$ cat config.mk
export PLATFORM = sky130hd
export DESIGN_NAME = serial_frame_parser_crc16_core_flat
export DESIGN_NICKNAME = d
export VERILOG_FILES = /design/src/hdl/sfp_pkg.sv /design/src/hdl/sfp_if.sv /design/src/hdl/sfp_ram.sv /design/src/hdl/sfp_ctrl.sv /design/src/hdl/sfp_datapath.sv /design/src/hdl/serial_frame_parser_crc16_core.sv /design/src/flat_wrapper.sv
export SDC_FILE = /design/constraint.sdc
export NUM_CORES = 1
export LEC_CHECK = 0
export ABC_AREA = 1
export BUFFER_PORTS_ARGS = -buffer_cell sky130_fd_sc_hd__buf_2
export CORE_MARGIN = 3
export CORE_UTILIZATION = 52
export DETAILED_ROUTE_END_ITERATION = 7
export PLACE_DENSITY = 0.68
export SLEW_MARGIN = 20
export SYNTH_ARGS = -nofsm -noshare
export SYNTH_HDL_FRONTEND = slang
export SYNTH_SLANG_ARGS = --single-unit
$ cat constraint.sdc
create_clock -name clk_i -period 3.19 [get_ports clk_i]
set_clock_uncertainty 0.05 [all_clocks]
set_input_delay 0.4785 -clock clk_i [delete_from_list [all_inputs] [get_ports clk_i]]
set_output_delay 0.4785 -clock clk_i [all_outputs]
set_load 0.02 [all_outputs]
$ cat src/hdl/sfp_pkg.sv
// ----------------------------------------------------------------------------
// sfp_pkg
// Types, constants and the CRC-16/MODBUS byte update for the serial frame
// parser.
// ----------------------------------------------------------------------------
package sfp_pkg;

  localparam int unsigned MaxPayload = 64;
  localparam int unsigned BufDepth   = 64;
  localparam int unsigned BufAw      = 6;
  localparam int unsigned LenW       = 7;
  localparam int unsigned CfgIdxW    = 2;

  localparam logic [15:0] CrcInit = 16'hFFFF;
  localparam logic [15:0] CrcPoly = 16'hA001;

  typedef enum logic [3:0] {
    PH_SOF0,
    PH_SOF1,
    PH_VER,
    PH_TYPE,
    PH_SEQ,
    PH_LEN,
    PH_DATA,
    PH_CRCLO,
    PH_CRCHI,
    PH_EMIT_RD,
    PH_EMIT_OUT
  } phase_e;

  typedef enum logic [1:0] {
    CAUSE_NONE,
    CAUSE_VERSION,
    CAUSE_LENGTH,
    CAUSE_CRC
  } cause_e;

  typedef enum logic {
    KIND_DATA,
    KIND_ERROR
  } kind_e;

  typedef enum logic [1:0] {
    SEL_ERROR,
    SEL_EMPTY,
    SEL_DATA
  } res_sel_e;

  typedef enum logic [CfgIdxW-1:0] {
    CFG_START_FIRST,
    CFG_START_SECOND,
    CFG_VERSION
  } cfg_idx_e;

  typedef struct packed {
    logic     crc_init;
    logic     crc_feed;
    logic     hold_type;
    logic     hold_seq;
    logic     hold_len;
    logic     hold_crc_lo;
    logic     cnt_clr;
    logic     cnt_inc;
    logic     buf_wr;
    logic     buf_rd;
    logic     out_load;
    res_sel_e out_sel;
    cause_e   cause;
  } sfp_cmd_t;

  typedef struct packed {
    logic is_first;
    logic is_second;
    logic ver_ok;
    logic len_over;
    logic len_zero;
    logic data_done;
    logic crc_ok;
    logic held_len_zero;
    logic emit_last;
    logic can_load;
  } sfp_status_t;

  typedef struct packed {
    kind_e            result_kind;
    cause_e           error_cause;
    logic [7:0]       frame_type;
    logic [7:0]       frame_sequence;
    logic [LenW-1:0]  frame_len;
    logic [BufAw-1:0] byte_index;
    logic [7:0]       payload_byte;
    logic             byte_valid;
    logic             last;
  } sfp_result_t;

  function automatic logic [15:0] crc_feed(input logic [15:0] crc, input logic [7:0] b);
    logic [15:0] c;
    c = crc ^ {8'h00, b};
    for (int k = 0; k < 8; k++) begin
      if (c[0]) begin
        c = (c >> 1) ^ CrcPoly;
      end else begin
        c = c >> 1;
      end
    end
    return c;
  endfunction

endpackage

$ cat src/hdl/sfp_if.sv
// ----------------------------------------------------------------------------
// sfp_rx_if / sfp_res_if
// Valid/ready channels for received bytes and parser results.
// ----------------------------------------------------------------------------
interface sfp_rx_if;
  logic       valid;
  logic       ready;
  logic [7:0] rx_byte;

  modport source (output valid, output rx_byte, input ready);
  modport sink   (input valid, input rx_byte, output ready);
endinterface

interface sfp_res_if import sfp_pkg::*; ();
  logic             valid;
  logic             ready;
  logic             result_kind;
  logic [1:0]       error_cause;
  logic [7:0]       frame_type;
  logic [7:0]       frame_sequence;
  logic [LenW-1:0]  frame_len;
  logic [BufAw-1:0] byte_index;
  logic [7:0]       payload_byte;
  logic             byte_valid;
  logic             last;

  modport source (output valid, output result_kind, output error_cause, output frame_type,
                  output frame_sequence, output frame_len, output byte_index,
                  output payload_byte, output byte_valid, output last, input ready);
  modport sink   (input valid, input result_kind, input error_cause, input frame_type,
                  input frame_sequence, input frame_len, input byte_index,
                  input payload_byte, input byte_valid, input last, output ready);
endinterface

$ cat src/hdl/sfp_ram.sv
// ----------------------------------------------------------------------------
// sfp_ram
// Generic single-write, single-read RAM with registered read data.
// ----------------------------------------------------------------------------
module sfp_ram #(
  parameter int unsigned Width = 8,
  parameter int unsigned Depth = 64
) (
  input  logic                     clk_i,
  input  logic                     we_i,
  input  logic [$clog2(Depth)-1:0] waddr_i,
  input  logic [Width-1:0]         wdata_i,
  input  logic                     re_i,
  input  logic [$clog2(Depth)-1:0] raddr_i,
  output logic [Width-1:0]         rdata_o
);

  logic [Width-1:0] mem_q [Depth];
  logic [Width-1:0] rdata_q;

  always_ff @(posedge clk_i) begin
    if (we_i) begin
      mem_q[waddr_i] <= wdata_i;
    end
    if (re_i) begin
      rdata_q <= mem_q[raddr_i];
    end
  end

  assign rdata_o = rdata_q;

endmodule

$ cat src/hdl/sfp_ctrl.sv
// ----------------------------------------------------------------------------
// sfp_ctrl
// Frame parse and result emission state machine.
// ----------------------------------------------------------------------------
module sfp_ctrl import sfp_pkg::*; (
  input  logic        clk_i,
  input  logic        rst_ni,
  input  logic        in_valid_i,
  output logic        in_ready_o,
  input  sfp_status_t st_i,
  output sfp_cmd_t    cmd_o
);

  phase_e state_q, state_d;
  logic   fire;

  always_ff @(posedge clk_i or negedge rst_ni) begin
    if (!rst_ni) begin
      state_q <= PH_SOF0;
    end else begin
      state_q <= state_d;
    end
  end

  always_comb begin
    state_d    = state_q;
    cmd_o      = '0;
    in_ready_o = (state_q != PH_EMIT_RD) && (state_q != PH_EMIT_OUT) && st_i.can_load;
    fire       = in_valid_i && in_ready_o;
    case (state_q)
      PH_SOF1: begin
        if (fire) begin
          if (st_i.is_second) begin
            state_d        = PH_VER;
            cmd_o.crc_init = 1'b1;
          end else if (!st_i.is_first) begin
            state_d = PH_SOF0;
          end
        end
      end
      PH_VER: begin
        if (fire) begin
          if (!st_i.ver_ok) begin
            cmd_o.out_load = 1'b1;
            cmd_o.out_sel  = SEL_ERROR;
            cmd_o.cause    = CAUSE_VERSION;
            state_d        = PH_SOF0;
          end else begin
            cmd_o.crc_feed = 1'b1;
            state_d        = PH_TYPE;
          end
        end
      end
      PH_TYPE: begin
        if (fire) begin
          cmd_o.hold_type = 1'b1;
          cmd_o.crc_feed  = 1'b1;
          state_d         = PH_SEQ;
        end
      end
      PH_SEQ: begin
        if (fire) begin
          cmd_o.hold_seq = 1'b1;
          cmd_o.crc_feed = 1'b1;
          state_d        = PH_LEN;
        end
      end
      PH_LEN: begin
        if (fire) begin
          cmd_o.cnt_clr = 1'b1;
          if (st_i.len_over) begin
            cmd_o.out_load = 1'b1;
            cmd_o.out_sel  = SEL_ERROR;
            cmd_o.cause    = CAUSE_LENGTH;
            state_d        = PH_SOF0;
          end else begin
            cmd_o.hold_len = 1'b1;
            cmd_o.crc_feed = 1'b1;
            state_d        = st_i.len_zero ? PH_CRCLO : PH_DATA;
          end
        end
      end
      PH_DATA: begin
        if (fire) begin
          cmd_o.buf_wr   = 1'b1;
          cmd_o.crc_feed = 1'b1;
          cmd_o.cnt_inc  = 1'b1;
          if (st_i.data_done) begin
            state_d = PH_CRCLO;
          end
        end
      end
      PH_CRCLO: begin
        if (fire) begin
          cmd_o.hold_crc_lo = 1'b1;
          state_d           = PH_CRCHI;
        end
      end
      PH_CRCHI: begin
        if (fire) begin
          if (!st_i.crc_ok) begin
            cmd_o.out_load = 1'b1;
            cmd_o.out_sel  = SEL_ERROR;
            cmd_o.cause    = CAUSE_CRC;
            state_d        = PH_SOF0;
          end else if (st_i.held_len_zero) begin
            cmd_o.out_load = 1'b1;
            cmd_o.out_sel  = SEL_EMPTY;
            state_d        = PH_SOF0;
          end else begin
            cmd_o.cnt_clr = 1'b1;
            state_d       = PH_EMIT_RD;
          end
        end
      end
      PH_EMIT_RD: begin
        cmd_o.buf_rd = 1'b1;
        state_d      = PH_EMIT_OUT;
      end
      PH_EMIT_OUT: begin
        if (st_i.can_load) begin
          cmd_o.out_load = 1'b1;
          cmd_o.out_sel  = SEL_DATA;
          cmd_o.cnt_inc  = 1'b1;
          state_d        = st_i.emit_last ? PH_SOF0 : PH_EMIT_RD;
        end
      end
      default: begin
        if (fire) begin
          state_d = st_i.is_first ? PH_SOF1 : PH_SOF0;
        end
      end
    endcase
  end

endmodule

$ cat src/hdl/sfp_datapath.sv
// ----------------------------------------------------------------------------
// sfp_datapath
// Config registers, header holding, running CRC, payload buffer and the
// output result register.
// ----------------------------------------------------------------------------
module sfp_datapath import sfp_pkg::*; (
  input  logic               clk_i,
  input  logic               rst_ni,
  input  logic               cfg_we_i,
  input  logic [CfgIdxW-1:0] cfg_idx_i,
  input  logic [7:0]         cfg_wdata_i,
  input  logic [7:0]         rx_byte_i,
  input  sfp_cmd_t           cmd_i,
  output sfp_status_t        st_o,
  input  logic               res_ready_i,
  output logic               res_valid_o,
  output sfp_result_t        res_o
);

  logic [7:0]      start_first_q, start_second_q, version_q;
  logic [7:0]      type_q, seq_q, crc_lo_q;
  logic [LenW-1:0] len_q, cnt_q;
  logic [15:0]     crc_q;
  logic            res_valid_q;
  sfp_result_t     res_q, res_d;
  logic [7:0]      buf_rdata;
  logic [LenW:0]   cnt_next;

  assign cnt_next = {1'b0, cnt_q} + {{LenW{1'b0}}, 1'b1};

  always_ff @(posedge clk_i or negedge rst_ni) begin
    if (!rst_ni) begin
      start_first_q  <= 8'hAA;
      start_second_q <= 8'h55;
      version_q      <= 8'h01;
    end else if (cfg_we_i) begin
      case (cfg_idx_i)
        CFG_START_FIRST:  start_first_q  <= cfg_wdata_i;
        CFG_START_SECOND: start_second_q <= cfg_wdata_i;
        CFG_VERSION:      version_q      <= cfg_wdata_i;
        default: ;
      endcase
    end
  end

  always_ff @(posedge clk_i or negedge rst_ni) begin
    if (!rst_ni) begin
      type_q   <= '0;
      seq_q    <= '0;
      len_q    <= '0;
      cnt_q    <= '0;
      crc_lo_q <= '0;
      crc_q    <= CrcInit;
    end else begin
      if (cmd_i.hold_type)   type_q   <= rx_byte_i;
      if (cmd_i.hold_seq)    seq_q    <= rx_byte_i;
      if (cmd_i.hold_len)    len_q    <= rx_byte_i[LenW-1:0];
      if (cmd_i.hold_crc_lo) crc_lo_q <= rx_byte_i;
      if (cmd_i.cnt_clr) begin
        cnt_q <= '0;
      end else if (cmd_i.cnt_inc) begin
        cnt_q <= cnt_next[LenW-1:0];
      end
      if (cmd_i.crc_init) begin
        crc_q <= CrcInit;
      end else if (cmd_i.crc_feed) begin
        crc_q <= crc_feed(crc_q, rx_byte_i);
      end
    end
  end

  sfp_ram #(
    .Width (8),
    .Depth (BufDepth)
  ) u_buf (
    .clk_i   (clk_i),
    .we_i    (cmd_i.buf_wr),
    .waddr_i (cnt_q[BufAw-1:0]),
    .wdata_i (rx_byte_i),
    .re_i    (cmd_i.buf_rd),
    .raddr_i (cnt_q[BufAw-1:0]),
    .rdata_o (buf_rdata)
  );

  always_comb begin
    res_d = '0;
    case (cmd_i.out_sel)
      SEL_ERROR: begin
        res_d.result_kind = KIND_ERROR;
        res_d.error_cause = cmd_i.cause;
        res_d.last        = 1'b1;
      end
      SEL_EMPTY: begin
        res_d.result_kind    = KIND_DATA;
        res_d.frame_type     = type_q;
        res_d.frame_sequence = seq_q;
        res_d.last           = 1'b1;
      end
      SEL_DATA: begin
        res_d.result_kind    = KIND_DATA;
        res_d.frame_type     = type_q;
        res_d.frame_sequence = seq_q;
        res_d.frame_len      = len_q;
        res_d.byte_index     = cnt_q[BufAw-1:0];
        res_d.payload_byte   = buf_rdata;
        res_d.byte_valid     = 1'b1;
        res_d.last           = st_o.emit_last;
      end
      default: ;
    endcase
  end

  always_ff @(posedge clk_i or negedge rst_ni) begin
    if (!rst_ni) begin
      res_valid_q <= 1'b0;
    end else if (cmd_i.out_load) begin
      res_valid_q <= 1'b1;
    end else if (res_ready_i) begin
      res_valid_q <= 1'b0;
    end
  end

  always_ff @(posedge clk_i) begin
    if (cmd_i.out_load) begin
      res_q <= res_d;
    end
  end

  assign res_valid_o = res_valid_q;
  assign res_o       = res_q;

  always_comb begin
    st_o.is_first      = (rx_byte_i == start_first_q);
    st_o.is_second     = (rx_byte_i == start_second_q);
    st_o.ver_ok        = (rx_byte_i == version_q);
    st_o.len_over      = ({1'b0, rx_byte_i} > 9'(MaxPayload));
    st_o.len_zero      = (rx_byte_i == 8'h00);
    st_o.data_done     = (cnt_next >= {1'b0, len_q});
    st_o.crc_ok        = ({rx_byte_i, crc_lo_q} == crc_q);
    st_o.held_len_zero = (len_q == '0);
    st_o.emit_last     = (cnt_next == {1'b0, len_q});
    st_o.can_load      = !res_valid_q || res_ready_i;
  end

endmodule

$ cat src/hdl/serial_frame_parser_crc16_core.sv
// ----------------------------------------------------------------------------
// serial_frame_parser_crc16_core
// Byte-stream frame parser with CRC-16/MODBUS check and payload replay.
// ----------------------------------------------------------------------------
// Received bytes are taken when the result register is free; a
// byte may produce an error result, so rx ready drops while an untaken result
// is held. After a good CRC the buffered payload is replayed one byte at a
// time (buffer RAM registered read, then the result register), with rx ready
// low for the whole run; an empty payload or an error gives one result at
// once. A frame of n payload bytes is n + 8 bytes long, and its replay
// follows as an unpipelined read-then-load sequence.
module serial_frame_parser_crc16_core import sfp_pkg::*; (
  input  logic               clk_i,
  input  logic               rst_ni,
  input  logic               cfg_we_i,
  input  logic [CfgIdxW-1:0] cfg_idx_i,
  input  logic [7:0]         cfg_wdata_i,
  sfp_rx_if.sink             rx_i,
  sfp_res_if.source          res_o
);

  sfp_cmd_t    cmd;
  sfp_status_t st;
  sfp_result_t res;
  logic        res_valid;

  sfp_ctrl u_ctrl (
    .clk_i      (clk_i),
    .rst_ni     (rst_ni),
    .in_valid_i (rx_i.valid),
    .in_ready_o (rx_i.ready),
    .st_i       (st),
    .cmd_o      (cmd)
  );

  sfp_datapath u_dp (
    .clk_i       (clk_i),
    .rst_ni      (rst_ni),
    .cfg_we_i    (cfg_we_i),
    .cfg_idx_i   (cfg_idx_i),
    .cfg_wdata_i (cfg_wdata_i),
    .rx_byte_i   (rx_i.rx_byte),
    .cmd_i       (cmd),
    .st_o        (st),
    .res_ready_i (res_o.ready),
    .res_valid_o (res_valid),
    .res_o       (res)
  );

  assign res_o.valid          = res_valid;
  assign res_o.result_kind    = res.result_kind;
  assign res_o.error_cause    = res.error_cause;
  assign res_o.frame_type     = res.frame_type;
  assign res_o.frame_sequence = res.frame_sequence;
  assign res_o.frame_len      = res.frame_len;
  assign res_o.byte_index     = res.byte_index;
  assign res_o.payload_byte   = res.payload_byte;
  assign res_o.byte_valid     = res.byte_valid;
  assign res_o.last           = res.last;

endmodule
$ cat src/flat_wrapper.sv
// flat-port wrapper written by rule: the top's interface ports become plain ports
module serial_frame_parser_crc16_core_flat import sfp_pkg::*;
  (clk_i, rst_ni, cfg_we_i, cfg_idx_i, cfg_wdata_i, rx_i_valid, rx_i_rx_byte, rx_i_ready, res_o_valid, res_o_result_kind, res_o_error_cause, res_o_frame_type, res_o_frame_sequence, res_o_frame_len, res_o_byte_index, res_o_payload_byte, res_o_byte_valid, res_o_last, res_o_ready);
  sfp_rx_if rx_i_i ();
  sfp_res_if res_o_i ();
  input  logic clk_i;
  input  logic rst_ni;
  input  logic cfg_we_i;
  input  logic [CfgIdxW-1:0] cfg_idx_i;
  input  logic [7:0] cfg_wdata_i;
  input wire logic [$bits(rx_i_i.valid)-1:0] rx_i_valid;
  input wire logic [$bits(rx_i_i.rx_byte)-1:0] rx_i_rx_byte;
  output wire logic [$bits(rx_i_i.ready)-1:0] rx_i_ready;
  output wire logic [$bits(res_o_i.valid)-1:0] res_o_valid;
  output wire logic [$bits(res_o_i.result_kind)-1:0] res_o_result_kind;
  output wire logic [$bits(res_o_i.error_cause)-1:0] res_o_error_cause;
  output wire logic [$bits(res_o_i.frame_type)-1:0] res_o_frame_type;
  output wire logic [$bits(res_o_i.frame_sequence)-1:0] res_o_frame_sequence;
  output wire logic [$bits(res_o_i.frame_len)-1:0] res_o_frame_len;
  output wire logic [$bits(res_o_i.byte_index)-1:0] res_o_byte_index;
  output wire logic [$bits(res_o_i.payload_byte)-1:0] res_o_payload_byte;
  output wire logic [$bits(res_o_i.byte_valid)-1:0] res_o_byte_valid;
  output wire logic [$bits(res_o_i.last)-1:0] res_o_last;
  input wire logic [$bits(res_o_i.ready)-1:0] res_o_ready;
  assign rx_i_i.valid = rx_i_valid;
  assign rx_i_i.rx_byte = rx_i_rx_byte;
  assign rx_i_ready = rx_i_i.ready;
  assign res_o_valid = res_o_i.valid;
  assign res_o_result_kind = res_o_i.result_kind;
  assign res_o_error_cause = res_o_i.error_cause;
  assign res_o_frame_type = res_o_i.frame_type;
  assign res_o_frame_sequence = res_o_i.frame_sequence;
  assign res_o_frame_len = res_o_i.frame_len;
  assign res_o_byte_index = res_o_i.byte_index;
  assign res_o_payload_byte = res_o_i.payload_byte;
  assign res_o_byte_valid = res_o_i.byte_valid;
  assign res_o_last = res_o_i.last;
  assign res_o_i.ready = res_o_ready;
  serial_frame_parser_crc16_core u_core (.clk_i(clk_i), .rst_ni(rst_ni), .cfg_we_i(cfg_we_i), .cfg_idx_i(cfg_idx_i), .cfg_wdata_i(cfg_wdata_i), .rx_i(rx_i_i), .res_o(res_o_i));
endmodule
# Word-level counts from Yosys, hierarchy flattened
# Memory sizes are Yosys's and may differ from the RTL's. A register that Yosys moved wholly into a read port is not among the register bits.
# Cells that the tools add are included.
# Widths: inputs -> output; s select.
# totals
reg_bits	125
ramBits	512
inputBits	23
out_inout_bits	44
word_cells	172
n_memories	1
# classes
add_sub_neg	1
magnitude_cmp	2
n_eq_ne	32
muxes	87
bitwise	9
n_reduce_logical	20
# memory_table
memory	words	word_bits	read_ports	rd_ports_with_merged_regs	wr	line_no	rtl
u_core.u_dp.u_buf.mem_q	64	8	1	1	1	sfp_ram.sv:18	logic [Width-1:0] mem_q [Depth];
# op_table
operator	n
$mux 16	24
$mux 4	16
$pmux 4 s10	1
$mux 1	26
$mux 5	5
$eq 8x8->1	3
$not 2->3	8
$ne 2x2->1 const B	9
$eq 16x16->1	1
$eq 4x3->1 const B	4
$xor 16x8->16	1
$mux 7	2
$eq 4x4->1 const B	3
$mux 3	4
$pmux 3 s4	1
$reduce_and 12->1	1
$add 7x1->8 const B	1
$eq 4x2->1 const B	2
$eq 8x7->1	1
$ge 8x7->1	1
$gt 8x7->1 const B	1
$logic_not 8->1	1
$ne 4x4->1 const B	2
$logic_not 7->1	1
17 further kinds	32

# Depth between registers and ports, before layout
# Gate-level depths: netlist (run 1).
# logic_depth
depth_word	36
depth_mapped	21

# Hierarchy
# Synthesis (run 1) repeated with hierarchy kept, for this count alone.
# hier_totals
cells_unflattened	2530
hier_area_um2	27850.5
# modules_own_cells
module	n_inst	cells_each	area_per_inst_um2
sfp_ram	1	1805	21419.3
sfp_datapath	1	613	5814.3
sfp_ctrl	1	112	616.8

# Worst setup path after synthesis (run 1)
# OpenSTA, ideal clock, no wires.
# synth_timing
kind	input to register
start	input rx_i_rx_byte[3]
end	register u_core.u_dp.res_q (netlist bit u_core.u_dp.res_o[0]), enable pin
setup_ns	0.651
arrival_time_ns	2.352
setup_slack_ns	0.137
cell_stages	9
path_cell_list	buf_4 > inv_2 > nor2_1 > nor3_1 > nand3_1 > nor2_1 > nand2_1 > o21ai_0 > nand3_1
# synth_rtl
item	line_no	rtl
from (decl)	flat_wrapper.sv:12	input wire logic [$bits(rx_i_i.rx_byte)-1:0] rx_i_rx_byte;
to (signal assigned)	sfp_datapath.sv:125	res_q <= res_d;
to (decl)	sfp_datapath.sv:25	sfp_result_t res_q, res_d;

# Worst setup path in the final report (run 1)
# layout_timing
start	register u_core.u_dp.cnt_q[2]
end	register u_core.u_ctrl.state_q[3]
# layout_between
elab_chain_cells	5
word_cells_on_any_way	8
# layout_rtl
item	line_no	rtl
from (decl)	sfp_datapath.sv:22	logic [LenW-1:0] len_q, cnt_q;
from (signal assigned)	sfp_datapath.sv:62	cnt_q <= cnt_next[LenW-1:0];
$add 7x1->8 (*)	sfp_datapath.sv:29	assign cnt_next = {1'b0, cnt_q} + {{LenW{1'b0}}, 1'b1};
branches (longest 4 deep; another with $ge 8x7->1)	--	
to (signal assigned)	sfp_ctrl.sv:21	state_q <= state_d;
to (decl)	sfp_ctrl.sv:14	phase_e state_q, state_d;
# Mark *: on every way between the ends. The select of a mux whose other input is x is not followed.
# A chain may end at the register's enable or synchronous reset.

==> results of run 1 <==
[sequential cells by signal, indices dropped and copies added, names as in the netlist]
register,flops
u_core.u_dp.res_valid_o,1
u_core.u_dp.cnt_q,7
u_core.u_dp.u_buf.mem_q,512
u_core.u_dp.crc_q,16
u_core.u_dp.version_q,8
u_core.u_dp.start_first_q,8
u_core.u_dp.start_second_q,8
u_core.u_dp.len_q,7
u_core.u_ctrl.state_q,4
u_core.u_dp.u_buf.rdata_o,8
u_core.u_dp.res_o,42
u_core.u_dp.type_q,8
u_core.u_dp.crc_lo_q,8
u_core.u_dp.seq_q,8
[placed cells by master, fill, tap and decap left out, types with 17 or more instances in the layout]
master	count
sky130_fd_sc_hd__clkbuf_16	69
sky130_fd_sc_hd__edfxtp_1	562
sky130_fd_sc_hd__nor2_1	138
sky130_fd_sc_hd__buf_4	105
sky130_fd_sc_hd__o21a_1	27
sky130_fd_sc_hd__a22oi_1	37
sky130_fd_sc_hd__xnor2_1	28
sky130_fd_sc_hd__o21ai_0	70
sky130_fd_sc_hd__nand3_1	39
sky130_fd_sc_hd__inv_2	17
sky130_fd_sc_hd__inv_1	131
sky130_fd_sc_hd__buf_2	65
sky130_fd_sc_hd__nand4_1	76
sky130_fd_sc_hd__a21oi_1	22
sky130_fd_sc_hd__nand2_1	670
sky130_fd_sc_hd__dfstp_2	25
sky130_fd_sc_hd__dfrtp_1	56
sky130_fd_sc_hd__a221oi_1	36
[critical path: stages (launching register included)]
cell and delay (ps):
sky130_fd_sc_hd__dfrtp_1 500, sky130_fd_sc_hd__nand3_1 190, sky130_fd_sc_hd__inv_2 110, sky130_fd_sc_hd__buf_12 330, sky130_fd_sc_hd__nand2_1 120, sky130_fd_sc_hd__nand2_1 110, sky130_fd_sc_hd__inv_1 50, sky130_fd_sc_hd__ha_1 300
sky130_fd_sc_hd__nand2_1 60, sky130_fd_sc_hd__inv_1 60, sky130_fd_sc_hd__nand2_1 50, sky130_fd_sc_hd__inv_1 60, sky130_fd_sc_hd__o21ai_0 90, sky130_fd_sc_hd__a21oi_1 150, sky130_fd_sc_hd__nor2_1 60, sky130_fd_sc_hd__nor2_1 90
sky130_fd_sc_hd__nand2_1 160, sky130_fd_sc_hd__nor2_1 160, sky130_fd_sc_hd__nand2_1 60, sky130_fd_sc_hd__nand2_1 60
[through the flow]
stage | util [%] | hold WS, ps | worst slack (ps) | total power, uW | instances
3_3_place_gp | 56.4 | 425 | 444 | 12400 | 2895
3_5_place_dp | 56.4 | 431 | 302 | 12500 | 2895
6_report | 61.0 | 92.5 | 307 | 20100 | 3020
5_1_grt | 60.9 | 84.8 | 7.43 | 20900 | 3017
4_1_cts | 60.9 | 57.3 | 275 | 20200 | 3015
2_1_floorplan | - | 133 | 137 | 11600 | 2130
[worst paths after layout]
kind                            depth (start not counted)                  from                           end  slack, ps
worst max-delay path                                   19  u_core.u_dp.cnt_q[2]      u_core.u_ctrl.state_q[3]        310
worst min-delay path                                    3        cfg_wdata_i[5]  u_core.u_dp.start_first_q[5]         90
worst max register to register                         19  u_core.u_dp.cnt_q[2]      u_core.u_ctrl.state_q[3]        310
worst min register to register                          1  u_core.u_dp.seq_q[6]          u_core.u_dp.seq_q[6]        440
max in group asynchronous                               2                rst_ni          u_core.u_dp.cnt_q[0]       2080
min in group asynchronous                               2                rst_ni          u_core.u_dp.seq_q[0]        460
[final cells by class]
class	count	area share, %
clock inverters	37	1.18
inverters	151	1.90
clock buffers	83	6.13
well taps	664	2.77
flip-flops and latches	645	63.2
diodes	4	0.0333
multi-input cells	1256	20.4
repair buffers	180	4.31
[layer usage]
metal	vias up	track usage (%)	wire [um]
met5	-	0	0
met4	0	9.72	2160
met3	122	5.83	6820
met2	822	38.3	30100
met1	8220	34.6	26400
li1	7776	-	-
[timing repair]
action,4_1_cts,5_1_grt
gates resized for setup,0,2
endpoints found under the hold margin,0,58
endpoints found under the setup margin,0,4
hold buffers,0,1
[cells by family after synthesis]
family / count (synthesis) / share of synthesized area (%)
fa+ha+maj: 11 / 0.527
simple gates: 985 / 15.9
buf+inv: 229 / 3.76
xor+xnor: 34 / 1.14
compound gates: 226 / 5.90
flops: 645 / 72.8
[power groups by stage]
stage               combinational (uW)  sequential, uW  clock [uW]
finish                            2570            9800        7720
floorplan                         1690            9880           0
global placement                  2460            9960           0
global route                      2850            9840        8190
CTS                               2550            9790        7820
detailed placement                2530            9960           0
==> metrics.md, run 1 <==
| Metric | Value |
|---|---|
| Total via count after detailed routing | around 17000 |
| Synth async-reset ratio | 12.9% |
| Vias in the first global route | 16700 |
| Largest net degree at the start of global routing | 84 |
| Placed wire-length estimate after detailed placement | 40.9 mm |
| Netlist area before placement | 0.0261 sq mm |
| Later-pin clock latency in the skew report | 600 ps |
| Detailed-route wire length | 65.5 mm |
| Final-stage net count | between 2000 and 2500 |
| Period minus WS final | 2880 ps |
| Element type at the critical path end | register |
| Power per unit of standard cell area | roughly 670 mW/mm^2 |
| Maximum number of buffers from clock root to sink | 3 |
| Port Buffer Count | 66 |
| Number of rows in the core area | between 80 and 90 |
| Slew margin rel. | 42.3% |
| Max capacitance violation total | 0 |
| Most instantiated library cell after synthesis | sky130_fd_sc_hd__nand2_1 |
| Switching component of the power | 5190 uW |
| Peak supply drop | 459 uV |
| Top cell type by total area after synthesis | sky130_fd_sc_hd__edfxtp_1 |
| Top cell type's share of synthesized area | between 60% and 70% |
| Buffers inserted by post-CTS timing repair | 0 |
| Maximum fanout along the worst path | 67 |
| Number of max-slew violations in the final report | 0 |
| Setup repair after global routing missed its margin | false |
| Internal portion of total power | about 15000 uW |
| Netlist cell types | 45 |
| Wire length of the first global-routing pass | just under 100 mm |
| Outcome | finished, final reports clean |
| Total grt overflow | 0 |
| Sequential cell area fraction in the yosys report | 72.8% |
| Ratio of cells with drive above 1 in the final layout | 15.4% |
| Drt wl/cell | between 20 and 25 um |
| # DRC | 0 |
| Setup TNS Final | 0 ps |
| Area added between synthesis and finish | 15.1% |
| Worst Max-Slew Pin Slew | between 800 and 900 ps |
| Mean cell area of the mapped netlist | 12.3 sq um |
| Post-synth top flop | sky130_fd_sc_hd__edfxtp_1 |
| Synthesized flop and latch total | 645 |
| Post-route standard cell area excluding fillers | about 0.030 sq mm |
| Area taken by multi-input logic gates | 0.00614 sq mm |
| Fraction of power spent switching nets | 25.8% |
| Ratio of final minimum period to clock period | between 90% and 100% |
| Leading cell types by total area after synthesis | sky130_fd_sc_hd__edfxtp_1 65%, sky130_fd_sc_hd__nand2_1 9.6%, sky130_fd_sc_hd__dfrtp_1 5.6% |
| Total CTS buffers | 66 |
| Footprint of the flip-flops and latches | 0.0190 sq mm |
| Syn_nets | 2164 |
| Reg power frac | between 40 and 50% |
| Initial cell density of the core | 53.0% |
| Proportion of power drawn by combinational gates | between 10 and 15% |
| Reg clk slew, reported paths | approximately 60 ps |
| Upper clock frequency limit | 347 MHz |
| Area of the core | 0.0493 sq mm |
| TritonCTS sink count | 645 |
| GP Congestion | 0.891 |
| Detailed-router iteration count before antenna repair | 5 |
| Clock network fraction of total power | 38.4% |
| Top cell types by occurrence after synthesis | 670 x sky130_fd_sc_hd__nand2_1, 562 x sky130_fd_sc_hd__edfxtp_1, 138 x sky130_fd_sc_hd__nor2_1 |
| Die ar. | 0.0529 sq mm |
| Number of setup violations in the final report | 0 |
| Number of antenna violations at the first check in global routing | 4 |
| Total I/O pin count | 67 |
| Initial DRC Count | 1864 |
| Number of instances in the synthesized netlist | 2130 |
| Aggregate global-route resource usage | 24.9% |
| Data arrival time of the critical path | 3360 ps |
| Die Width | 230 um |
| Final ANT Viol Nets | 0 |
| Number of vias per cell | 5.61 |
| Critical path required time | 3670 ps |
| Leak Pwr | 0.0114 uW |
| Number of hold violations in the final report | 0 |
| H-tree lvl count | 3 |
| CTS Root Buffer Type | sky130_fd_sc_hd__clkbuf_16 |
| Type of the worst min-delay path | primary input to register |
| Instance area after placement | around 0.028 sq mm |
| Element type at the critical path start | register |
| Die Y-Extent | 230 um |
| Worst Setup Path Type | register to register |
| Filler cells | 3823 |
| Count of flip-flops with a built-in enable after synthesis | 562 |
| TritonCTS clock tree | built |
| Number of warning messages in the yosys log | 0 |
(Power assumes the default switching activity.)
==> run 2, diff against run 1 <==
--- a/config.mk
+++ b/config.mk
@@ -6,7 +6,7 @@
 export NUM_CORES = 1
 export LEC_CHECK = 0
 export ABC_AREA = 1
-export BUFFER_PORTS_ARGS = -buffer_cell sky130_fd_sc_hd__buf_2
+export BUFFER_PORTS_ARGS = -buffer_cell sky130_fd_sc_hd__buf_4
 export CORE_MARGIN = 3
 export CORE_UTILIZATION = 52
 export DETAILED_ROUTE_END_ITERATION = 7
==> metrics.md, run 2 (synthesized netlist as in run 1, its figures left out) <==
| Metric | Value |
|---|---|
| Outcome | finished, final reports clean |
| Detailed-route wire length | 66.0 mm (+0.74%) |
| Critical path required time | 3460 ps (-210 ps) |
| Leading cell types in the layout, fill and taps excluded | 670 x sky130_fd_sc_hd__nand2_1, 562 x sky130_fd_sc_hd__edfxtp_1, 180 x sky130_fd_sc_hd__buf_4 |
| Max capacitance violation total | 0 (unchanged) |
| Post-route standard cell area excluding fillers | 0.0303 sq mm (+0.88%) |
| First element of the critical path | u_core.u_dp.cnt_q[0] |
| TritonCTS clock tree | built |
| Die Y-Extent | 230 um (unchanged) |
| Detailed-router iteration count before antenna repair | 6 (+1) |
| Type of the worst min-delay path | primary input to register |
| Largest incremental delay on the critical path | 540 ps (+40 ps) |
| Area of the core | 0.0493 sq mm (unchanged) |
| Element type at the critical path end | register |
| Ratio of cells with drive above 1 in the final layout | 15.6% (+0.22 points) |
| Number of antenna violations at the first check in global routing | 2 (-2) |
| Final ANT Viol Nets | 0 (unchanged) |
| Aggregate global-route resource usage | 25.0% (+0.18 points) |
| Die ar. | 0.0529 sq mm (unchanged) |
| Most common cell after layout, fill and taps aside | sky130_fd_sc_hd__nand2_1 |
| Critical-path top delay cell | sky130_fd_sc_hd__dfrtp_1 |
| Later-pin clock latency in the skew report | 600 ps (about the same) |
| Placed wire-length estimate after detailed placement | 41.7 mm (+2.0%) |
| Data arrival time of the critical path | 3150 ps (-210 ps) |
| Maximum number of buffers from clock root to sink | 3 (unchanged) |
| GP Congestion | 0.850 (-4.6%) |
| Die Width | 230 um (unchanged) |
| Worst Setup Path Type | register to register |
| Buffers plus inverters on the worst setup path | 3 (-2) |
| Total grt overflow | 0 (unchanged) |
| Total via count after detailed routing | 17200 (+1.8%) |
| Number of max-slew violations in the final report | 0 (unchanged) |
| Initial cell density of the core | 53.0% (unchanged) |
| Area added between synthesis and finish | 16.1% |
| Period minus WS final | 2880 ps (+0.672 ps) |
| Worst Max-Slew Pin Slew | 837 ps (-27.4 ps) |
| Upper clock frequency limit | 347 MHz (about the same) |
| Setup repair after global routing missed its margin | false |
| Diode insertion count for antenna repair | 0 (-4) |
| Initial DRC Count | 2011 (+7.9%) |
| Leak Pwr | 0.0115 uW (+1.1%) |
| Hold path startpoint | cfg_wdata_i[0] |
| Number of hold violations in the final report | 0 (unchanged) |
| Slew margin rel. | 44.2% (+1.9 points) |
| Power per unit of standard cell area | 665 mW/mm^2 (-0.60%) |
| Cell Chain, Critical Path | inv_1 -> nand3_2 -> inv_2 -> buf_4 -> nand2_1 -> nand4_1 -> o21ai_0 -> nand2_1 -> nor2_1 -> nand2_1 |
| Ratio of final minimum period to clock period | 90.4% (about the same) |
| # DRC | 0 (unchanged) |
| Area taken by multi-input logic gates | 0.00614 sq mm (about the same) |
| Number of vias per cell | 5.70 (+1.6%) |
| Worst slack on hold paths | 135 ps (+42.8 ps) |
| Footprint of the flip-flops and latches | 0.0190 sq mm (about the same) |
| CTS Root Buffer Type | sky130_fd_sc_hd__clkbuf_16 |
| Total design power | 20100 uW (+0.27%) |
| Element type at the critical path start | register |
| Number of rows in the core area | 81 (unchanged) |
| Number of setup violations in the final report | 0 (unchanged) |
| Total I/O pin count | 67 (unchanged) |
| Final worst slack | 306 ps (-0.672 ps) |
| Capture instance of the worst register-to-register path | u_core.u_dp.u_buf.rdata_o[5] |
| Most frequent cell on the critical path | sky130_fd_sc_hd__nand2_1 |
| Total CTS buffers | 67 (+1.5%) |
| Instance area after placement | 0.0281 sq mm (+0.93%) |
| Final-stage net count | 2346 (+0.51%) |
| FF-to-FF setup slack | 310 ps (about the same) |
| Largest reg by FF count | u_core.u_dp.u_buf.mem_q |
| Hold Crit Endpoint | u_core.u_dp.start_second_q[0] |
| Vias in the first global route | 16800 (+0.67%) |
| Worst hold path depth | 3 (unchanged) |
| Largest net degree at the start of global routing | 84 (unchanged) |
| Maximum fanout along the worst path | 27 (-60%) |
| R2R depth | 10 (-9) |
| Worst reg2reg path startpoint | u_core.u_dp.cnt_q[0] |
| Drt wl/cell | 21.8 um (+0.50%) |
| Buffers inserted by post-CTS timing repair | 0 (unchanged) |
| Filler cells | 3765 (-1.5%) |
| Pre-CTS WS | 142 ps (-160 ps) |
| Flip-flop count of the largest register, all copies and words added | 512 (unchanged) |
| Peak supply drop | 650 uV (+41%) |
| Wire length of the first global-routing pass | 100 mm (+0.99%) |
| Cell family with most CP delay | simple AND/OR/NAND/NOR gates |
| TritonCTS sink count | 645 (unchanged) |
| Setup TNS Final | 0 ps (unchanged) |
| Reg clk slew, reported paths | 60 ps (about the same) |
| Port Buffer Count | 66 (unchanged) |
| H-tree lvl count | 3 (unchanged) |
## run 2: worst min-delay path, cell delays in order
cell and delay (ps):
sky130_fd_sc_hd__buf_4 110, sky130_fd_sc_hd__inv_1 90, sky130_fd_sc_hd__o21ai_0 90
## run 2: how the worst max path moves through the flow
stage / to / slack (ps) / depth (start not counted)
after detailed placement: u_core.u_dp.u_buf.mem_q[7][5] / 140 / 9
after global routing: u_core.u_dp.u_buf.rdata_o[5] / 140 / 10
after CTS: u_core.u_dp.u_buf.mem_q[7][1] / 150 / 9
after floorplan: u_core.u_dp.res_o[0] / 140 / 9
final: u_core.u_dp.u_buf.rdata_o[5] / 310 / 10
after global placement: u_core.u_dp.u_buf.mem_q[7][5] / 140 / 9
## run 2: final cells by class
class | count | share of cell area (%)
clock inverters | 33 | 1.16
multi-input cells | 1256 | 20.3
repair buffers | 191 | 5.13
inverters | 151 | 1.88
clock buffers | 87 | 6.13
well taps | 664 | 2.74
flip-flops and latches | 645 | 62.7
## run 2: timing repair
item / CTS / global route
hold buffers: 0 / 1
resized for setup: 0 / 1
endpoints found under the hold margin: 0 / 58
endpoints found under the setup margin: 0 / 8
## run 2: metrics by stage
| step | instances | util, % |
|---|---|---|
| 5_1_grt | 3027 | 61.5 |
| 2_1_floorplan | 2130 | - |
| 3_3_place_gp | 2906 | 57.0 |
| 4_1_cts | 3026 | 61.5 |
| 6_report | 3027 | 61.5 |
| 3_5_place_dp | 2906 | 57.0 |
## run 2: metal layers
metal	global-route usage (%)	vias up	wire length (um)
met3	4.73	93	6470
met2	39.1	895	30400
met5	0	-	13
li1	-	7801	-
met1	36.1	8453	27700
met4	7.66	2	1410
## run 2: power by group
group	internal [uW]	total (uW)	leakage, uW	switching [uW]
registers	9540	9800	0.00605	260
clock network	4620	7810	0.00108	3190
logic	851	2540	0.00440	1690
total	15000	20100	0.0115	5140
